==> src/rtl/lddl_pkg.sv <==
`timescale 1ns / 1ps

package lddl_pkg;

   // Pool geometry
   localparam int NUM_CELLS = 256;
   localparam int IDX_W     = 8;
   localparam int CNT_W     = 9;

   localparam logic [CNT_W-1:0] CELL_LIMIT = CNT_W'(NUM_CELLS);
   localparam logic [IDX_W-1:0] LAST_CELL  = IDX_W'(NUM_CELLS - 1);

   // Action codes on req_action
   localparam logic [2:0] ACT_POP_HEAD  = 3'd0;
   localparam logic [2:0] ACT_POP_TAIL  = 3'd1;
   localparam logic [2:0] ACT_UNLINK    = 3'd2;
   localparam logic [2:0] ACT_PUSH_HEAD = 3'd3;
   localparam logic [2:0] ACT_PUSH_TAIL = 3'd4;
   localparam logic [2:0] ACT_INSERT    = 3'd5;
   localparam logic [2:0] ACT_READ      = 3'd6;
   localparam logic [2:0] ACT_CLEAR     = 3'd7;

   // Link or pointer: cell index with a valid bit
   typedef struct packed {
      logic             v;
      logic [IDX_W-1:0] idx;
   } link_type;

   localparam link_type LINK_NONE = '0;

   // Classified operation handed from front to back
   typedef enum logic [3:0] {
      OP_NOP,
      OP_POP_HEAD,
      OP_POP_TAIL,
      OP_UNLINK,
      OP_PUSH_HEAD,
      OP_PUSH_TAIL,
      OP_INSERT,
      OP_READ,
      OP_CLEAR
   } op_type;

   typedef struct packed {
      op_type           op;
      logic [IDX_W-1:0] cell_idx;
      logic [IDX_W-1:0] after;
   } cmd_type;

   // Write requests to both link memories in one cycle
   typedef struct packed {
      logic             next_en;
      logic [IDX_W-1:0] next_addr;
      link_type         next_data;
      logic             prev_en;
      logic [IDX_W-1:0] prev_addr;
      link_type         prev_data;
   } wr_type;

   typedef struct packed {
      logic             status;
      logic             cell_valid;
      logic [IDX_W-1:0] result_cell;
      logic             prev_valid;
      logic [IDX_W-1:0] prev_index;
      logic             next_valid;
      logic [IDX_W-1:0] next_index;
      logic             head_valid;
      logic [IDX_W-1:0] head_index;
      logic             tail_valid;
      logic [IDX_W-1:0] tail_index;
      logic [CNT_W-1:0] count;
   } rsp_type;

   typedef enum logic [2:0] {
      ST_IDLE,
      ST_LINK,
      ST_WR2,
      ST_CLR_RD,
      ST_CLR_WR,
      ST_CLR_FIX
   } eng_state_type;

   function automatic link_type mk_link(input logic [IDX_W-1:0] i);
      link_type r;
      r.v   = 1'b1;
      r.idx = i;
      return r;
   endfunction

   // Power-on chain: cell i points on to i+1 and back to i-1
   function automatic link_type reset_next_link(input logic [IDX_W-1:0] i);
      link_type r;
      r.v   = (i != LAST_CELL);
      r.idx = r.v ? i + 1'b1 : '0;
      return r;
   endfunction

   function automatic link_type reset_prev_link(input logic [IDX_W-1:0] i);
      link_type r;
      r.v   = (i != '0);
      r.idx = r.v ? i - 1'b1 : '0;
      return r;
   endfunction

   // Build a result word; an index without its valid bit reads as zero
   function automatic rsp_type make_rsp(input logic status, input link_type res,
                                        input link_type rp, input link_type rn,
                                        input link_type hd, input link_type tl,
                                        input logic [CNT_W-1:0] cnt);
      rsp_type r;
      r.status      = status;
      r.cell_valid  = res.v;
      r.result_cell = res.v ? res.idx : '0;
      r.prev_valid  = rp.v;
      r.prev_index  = rp.v ? rp.idx : '0;
      r.next_valid  = rn.v;
      r.next_index  = rn.v ? rn.idx : '0;
      r.head_valid  = hd.v;
      r.head_index  = hd.v ? hd.idx : '0;
      r.tail_valid  = tl.v;
      r.tail_index  = tl.v ? tl.idx : '0;
      r.count       = cnt;
      return r;
   endfunction

endpackage

==> src/rtl/lddl_front.sv <==
`timescale 1ns / 1ps

module lddl_front
   import lddl_pkg::*;
(
   input  logic             clock,
   input  logic             reset,
   input  logic             start,
   output logic             busy,
   input  logic [2:0]       req_action,
   input  logic [IDX_W-1:0] req_cell_req,
   input  logic [IDX_W-1:0] req_after_cell,
   output cmd_type          cmd,
   output logic             cmd_valid,
   input  logic             cmd_pop
);

   cmd_type    q_ff [2];
   logic       wr_ptr_ff, wr_ptr_in;
   logic       rd_ptr_ff, rd_ptr_in;
   logic [1:0] fill_ff, fill_in;
   cmd_type    cls;
   logic       c_ok, a_ok, push, pop;

   // Classify the word: range checks fold into a no-op
   always_comb begin
      c_ok         = ({1'b0, req_cell_req} < CELL_LIMIT);
      a_ok         = ({1'b0, req_after_cell} < CELL_LIMIT);
      cls.cell_idx = req_cell_req;
      cls.after    = req_after_cell;
      unique case (req_action)
         ACT_POP_HEAD:  cls.op = OP_POP_HEAD;
         ACT_POP_TAIL:  cls.op = OP_POP_TAIL;
         ACT_UNLINK:    cls.op = c_ok ? OP_UNLINK : OP_NOP;
         ACT_PUSH_HEAD: cls.op = c_ok ? OP_PUSH_HEAD : OP_NOP;
         ACT_PUSH_TAIL: cls.op = c_ok ? OP_PUSH_TAIL : OP_NOP;
         ACT_INSERT:    cls.op = (c_ok && a_ok) ? OP_INSERT : OP_NOP;
         ACT_READ:      cls.op = c_ok ? OP_READ : OP_NOP;
         ACT_CLEAR:     cls.op = OP_CLEAR;
      endcase
   end

   // Two-entry queue toward the back end
   assign busy      = (fill_ff == 2'd2);
   assign cmd_valid = (fill_ff != 2'd0);
   assign cmd       = q_ff[rd_ptr_ff];
   assign push      = start && !busy;
   assign pop       = cmd_pop && cmd_valid;

   always_comb begin
      wr_ptr_in = push ? ~wr_ptr_ff : wr_ptr_ff;
      rd_ptr_in = pop ? ~rd_ptr_ff : rd_ptr_ff;
      fill_in   = fill_ff + {1'b0, push} - {1'b0, pop};
   end

   always_ff @(posedge clock) begin
      if (push) begin
         q_ff[wr_ptr_ff] <= cls;
      end
   end

   always_ff @(posedge clock) begin
      if (reset) begin
         wr_ptr_ff <= 1'b0;
         rd_ptr_ff <= 1'b0;
         fill_ff   <= 2'd0;
      end else begin
         wr_ptr_ff <= wr_ptr_in;
         rd_ptr_ff <= rd_ptr_in;
         fill_ff   <= fill_in;
      end
   end

endmodule

==> config.mk <==
export PLATFORM = sky130hd
export DESIGN_NAME = lddl_front
export DESIGN_NICKNAME = d
export VERILOG_FILES = /design/src/rtl/lddl_pkg.sv /design/src/rtl/lddl_front.sv
export SDC_FILE = /design/constraint.sdc
export NUM_CORES = 1
export LEC_CHECK = 0
export BUFFER_PORTS_ARGS = -buffer_cell sky130_fd_sc_hd__buf_2
export CAP_MARGIN = 20
export CORE_MARGIN = 2
export CORE_UTILIZATION = 30
export DETAILED_ROUTE_END_ITERATION = 16
export PLACE_DENSITY = 0.59
export SKIP_LAST_GASP = 1
export SLEW_MARGIN = 0
export SYNTH_ARGS = -nofsm -noshare
export SYNTH_HDL_FRONTEND = slang
export SYNTH_SLANG_ARGS = --single-unit
==> constraint.sdc <==
create_clock -name clock -period 1.71 [get_ports clock]
set_input_delay 0.171 -clock clock [delete_from_list [all_inputs] [get_ports clock]]
set_output_delay 0.171 -clock clock [all_outputs]
set_load 0.005 [all_outputs]
==> Word level (Yosys, flattened, before mapping) <==
Memory sizes are Yosys's and may differ from the RTL's. A register that Yosys moved wholly into a read port is not among the register bits.
Index checks and enable logic that the tools add are counted.
W data, S select, Z words.
{ "word_totals": {"input_bits": 23, "n_memories": 2, "output_inout_bits": 22, "elab_cells": 18, "romBits": 32, "reg_bits": 4, "mem_bits_rw": 40, "latch_bits": 0} }
{ "classes": {"div_mod_pow": 0, "muxes": 4, "multipliers": 0, "eq_ne": 1, "addsub": 2, "n_lt_le_gt_ge": 0, "n_shift": 0, "reduce_logical": 4, "n_bitwise": 2} }
{ "memory_table": {"columns": ["name", "depth", "width", "rd", "rd_clocked_by_memory_dff", "wr", "line_no", "rtl"], "rows": [
  ["q_ff", 2, 20, 1, 1, 1, "lddl_front.sv:18", "cmd_type q_ff [2];"],
  ["(name not given)", 8, 4, 1, 0, 0, "lddl_front.sv:31", "unique case (req_action)"]
]} }
{ "op_table": {"columns": ["op", "count"], "rows": [
  ["$mux W1", 4],
  ["$add A2 B1 Y2", 1],
  ["$eq A2 B2 Y1 const B", 1],
  ["$logic_and A1 B1 Y1", 2],
  ["$not A1 Y1", 2],
  ["$reduce_bool A2 Y1", 1],
  ["$sub A2 B1 Y2", 1],
  ["$logic_not A1 Y1", 1]
]} }

==> Longest topological paths before layout <==
{ "depth": {"ltp_word": 5, "ltp_mapped": 8, "mapped_depth_nobuf": 8} }

==> Worst setup path after synthesis <==
Ideal clock, no wire load.
{ "synth_path": {"kind": "register to register", "startpoint": "register fill_ff[0]", "endpoint": "memory q_ff[0][0] (netlist bit), enable pin", "arrival_time_ns": 1.249, "period_less_slack_ns": 1.624, "setup_ns": 0.375, "stages_incl_launch_ff": 5, "path_slack_ns": 0.086, "path_cell_list": "dfxtp_1 -> nand2b_2 -> inv_2 -> or3_1 -> inv_1"} }
{ "synth_via": {"elab_chain_len": 5} }
{ "synth_lines": {"columns": ["element", "line_no", "rtl"], "rows": [
  ["start: declaration", "lddl_front.sv:21", "logic [1:0] fill_ff, fill_in;"],
  ["start signal: assignment", "lddl_front.sv:70", "fill_ff <= fill_in;"],
  ["$eq A2 B2 Y1", "lddl_front.sv:44", "assign busy = (fill_ff == 2'd2);"],
  ["net busy", "lddl_front.sv:9", "output logic busy,"],
  ["$logic_not A1 Y1", "lddl_front.sv:47", "assign push = start && !busy;"],
  ["$logic_and A1 B1 Y1", "lddl_front.sv:47", null],
  ["$mux W1", "lddl_front.sv:57", "if (push) begin"],
  ["$mux W1 (not written as such)", "lddl_front.sv:58", "q_ff[wr_ptr_ff] <= cls;"],
  ["end: declaration", "lddl_front.sv:18", null]
]} }
The timed path passes the listed nets, and every way through them passes these cells.

==> Worst setup path in the final report <==
{ "layout_path": {"startpoint": "register fill_ff[1]", "endpoint": "register fill_ff[1]"} }
{ "layout_via": {"elab_cells_between_ends": 7, "classes_between": "2 x add/sub; 1 x eq/ne; 4 x reduce/logical"} }
{ "layout_rtl": {"columns": ["element", "line_no", "rtl"], "rows": [
  ["$reduce_bool A2 Y1", "lddl_front.sv:45", "assign cmd_valid = (fill_ff != 2'd0);"],
  ["$logic_and A1 B1 Y1", "lddl_front.sv:48", "assign pop = cmd_pop && cmd_valid;"],
  ["net pop", "lddl_front.sv:23", "logic c_ok, a_ok, push, pop;"],
  ["$sub A2 B1 Y2", "lddl_front.sv:53", "fill_in = fill_ff + {1'b0, push} - {1'b0, pop};"]
]} }
The timed path passes the listed nets, and every way through them passes these cells.
A chain may end at the register's enable or synchronous reset.

==> flow_summary.json <==
{
  "drtAntennaViolNets": 0,
  "synth_compound_area_share_pct": 1.309,
  "dpl_cell_area_um2": 2079,
  "start_util_pct": 31.24,
  "drtIter0Drc": 23,
  "path_max_fanout": 5,
  "cts_tree": "built",
  "synth_nets": 123,
  "ys_seq_elements": 45,
  "slowest_delay_ns": 0.36,
  "clock_skew_ns": 0.003831,
  "die-area_um2": 6356,
  "clockPowerShare_pct": 20.1,
  "yosysWarnings": 0,
  "cp_slowest_cell": "dfxtp_1",
  "insertion_delay_ns": 0.28,
  "detail_route.vias_per_cell": 4.225,
  "yosys.area_share.simple_pct": 4.145,
  "syn_to_final_growth_pct": 25.67,
  "yosysTopAreaCellShare_pct": 69.82,
  "drive_gt1_share_pct": 53.33,
  "post_synth.cell_area_avg_um2": 17.92,
  "ys.flop_type": "edfxtp_1",
  "wl_per_cell_um": 13.25,
  "synth.area.mux_share_pct": 13.09,
  "ir_worst_vdd_uv": 577.8,
  "synth_common_cells": "40 x edfxtp_1, 20 x mux2_2, 5 x dfxtp_1",
  "drv_cap": 0,
  "path_class": "flop to flop",
  "wirelength_um": 2942,
  "cts_root_buffer": "clkbuf_8",
  "synth-edff-count": 40,
  "cts_buffers": 5,
  "worst_pin_slew_ns": 0.2333,
  "grt-ovfl-total": 0,
  "clk_pin_slew_ns": 0.08,
  "diodes": 0,
  "vias": 938,
  "setup_viol": 0,
  "synth_top_family_by_area": "multiplexers",
  "dp.final_hpwl_um": 2176,
  "synth_fa_ha_area_share_pct": 2.909,
  "seqPwrFrac_pct": 50.1,
  "combPwrFrac_pct": 29.7,
  "post-synth-top-count-cell": "edfxtp_1",
  "htree_levels": 2,
  "report.final.slew_viol_count": 0,
  "arrival_ns": 1.80,
  "critPathLaunchType": "flop",
  "synth-xor-area-share_pct": 1.018,
  "yosysTopAreaCell": "edfxtp_1",
  "antenna_found_initial": 0,
  "worstPathRequired_ns": 1.91,
  "io_buffers": 44,
  "final_cell_area_um2": 2162,
  "rsz0062_at_grt": "false",
  "final-hold-violation-count": 0,
  "cp_common_cell": "ha_1",
  "crit_path_cell_trace": "o21a_1, ha_1, inv_1, ha_1, xor2_1, and2_1, nor3_1",
  "synth.distinct_cells": 22,
  "fin_nets": 176,
  "post-route-min-period_ns": 1.592,
  "p_sw_uw": 776.8,
  "routabilityCongestion": 0.6962,
  "setup_tns_ns": 0,
  "row_count": 27,
  "num_io_pins": 45,
  "synth_area_leaders": "edfxtp_1 70%, mux2_2 13%, dfxtp_1 5.8%",
  "die_y_um": 79.73,
  "grt_pass1_vias": 1005,
  "power_density_nw_per_um2": 1356,
  "async_flop_share_pct": 0,
  "cts_sinks": 45,
  "drcViolationCount": 0,
  "dr.pass1.iters": 4,
  "leakage_nw": 0.8518,
  "p_int_mw": 2.156,
  "fmax_mhz": 628.2,
  "slew_headroom_pct": 84.44,
  "cp-end-kind": "flop",
  "status": "finished, final reports clean",
  "grt_first_pass_wirelength_um": 4574,
  "grt_max_degree": 14,
  "clk_path_buf_depth": 2,
  "track_usage_pct": 9.656,
  "netlist_instances": 96,
  "hold_class": "input pin to flop",
  "netSwitchingFraction_pct": 26.49,
  "fin_crit_sh_pct": 93.08,
  "fillers": 523,
  "ys_seq_area_share_pct": 75.64,
  "synth_area_um2": 1720,
  "core_um2": 5507,
  "die_x_um": 79.73
}
[metal layers]
layer	share of wire [%]	track usage, %	vias to the layer above	wire length, µm
met4	0.20	2.586	0	6
met1	41	10.97	440	1210
met5	0	0	-	0
met2	51	16.47	35	1487
met3	8.1	4.299	2	238
li1	-	-	461	-
[flip-flops by register name, summed over array words and instances (netlist names), named ones only]
| signal | flops |
|---|---|
| wr_ptr_ff | 1 |
| fill_ff | 2 |
| rd_ptr_ff | 1 |
| q_ff | 40 |
[cells in the final DEF (no fill, tap or decap)]
cell type and n:
buf_2 44, edfxtp_1 40, mux2_2 20, clkbuf_8 5, nor2_1 4, inv_1 4, ha_1 4, dfxtp_1 4
buf_4 3, a21oi_1 2, and2_1 2, clkinv_1 2, buf_12 2, o21a_1 1, nand2b_2 1, nand2_1 1
or2_2 1, inv_2 1, or3_1 1, and3_2 1, nor2b_1 1, xnor2_1 1, o21ai_0 1, xor2_1 1
nor3_1 1, clkinv_2 1, dfxtp_2 1
[final cells by class]
| class | count | area, µm² | share of cell area (%) |
|---|---|---|---|
| clock buffers | 5 | 68.82 | 3.183 |
| flip-flops and latches | 45 | 1303 | 60.24 |
| inverters | 5 | 18.77 | 0.8681 |
| multi-input cells | 43 | 386.6 | 17.88 |
| repair buffers | 49 | 282.8 | 13.08 |
| well taps | 72 | 90.09 | 4.167 |
| clock inverters | 3 | 12.51 | 0.5787 |
[worst paths after layout]
| kind | endpoint | cells past startpoint | start | slack, ns |
|---|---|---|---|---|
| min | q_ff[1][1] | 1 | req_after_cell[1] | 0.07 |
| max | fill_ff[1] | 7 | fill_ff[1] | 0.12 |
| max reg2reg | fill_ff[1] | 7 | fill_ff[1] | 0.12 |
| min reg2reg | wr_ptr_ff | 2 | wr_ptr_ff | 0.50 |
[critical path: cells and delay by family, from the launching register on]
family,cells,cell delay (ns)
buf+inv,1,0.04
xor+xnor,1,0.16
fa+ha+maj,2,0.45
compound gates,1,0.23
simple gates,2,0.29
flops,1,0.36
[through the flow]
stage                     setup WS [ns]  util [%]  total power [mW]  hold WS, ns  std cells
final                            0.1183     39.26             2.932      0.07071        222
after global routing            0.02898     39.26             3.122      0.05691        222
after detailed placement         0.1108     37.76             2.385       0.3641        214
after CTS                       0.07720     39.24             2.993      0.05877        222
after floorplan                 0.08605         -             1.981       0.2401         96
after global placement           0.2274     37.76             2.334       0.3623        214
[cell families (layout without fill, tap and decap cells)]
family | after synthesis | in the layout
multiplexers | 20 | 20
AND/OR/NAND/NOR | 13 | 13
AO/OA/AOI/OAI | 4 | 4
XOR/XNOR | 2 | 2
adder cells (fa/ha/maj) | 4 | 4
buffers and inverters | 8 | 62
flip-flops | 45 | 45
[power groups by stage]
stage	logic [mW]	clock network [mW]	registers [mW]
after detailed placement	0.890	0	1.49
after global placement	0.853	0	1.48
final	0.871	0.591	1.47
after floorplan	0.506	0	1.48
after global routing	0.971	0.663	1.49
after CTS	0.899	0.625	1.47
[repair_timing]
action	4_1_cts	5_1_grt
endpoints found under the setup margin	0	1
buffers inserted	0	0
hold buffers	0	0
resized for setup	0	1
endpoints found under the hold margin	0	0
(Power assumes the default switching activity.)
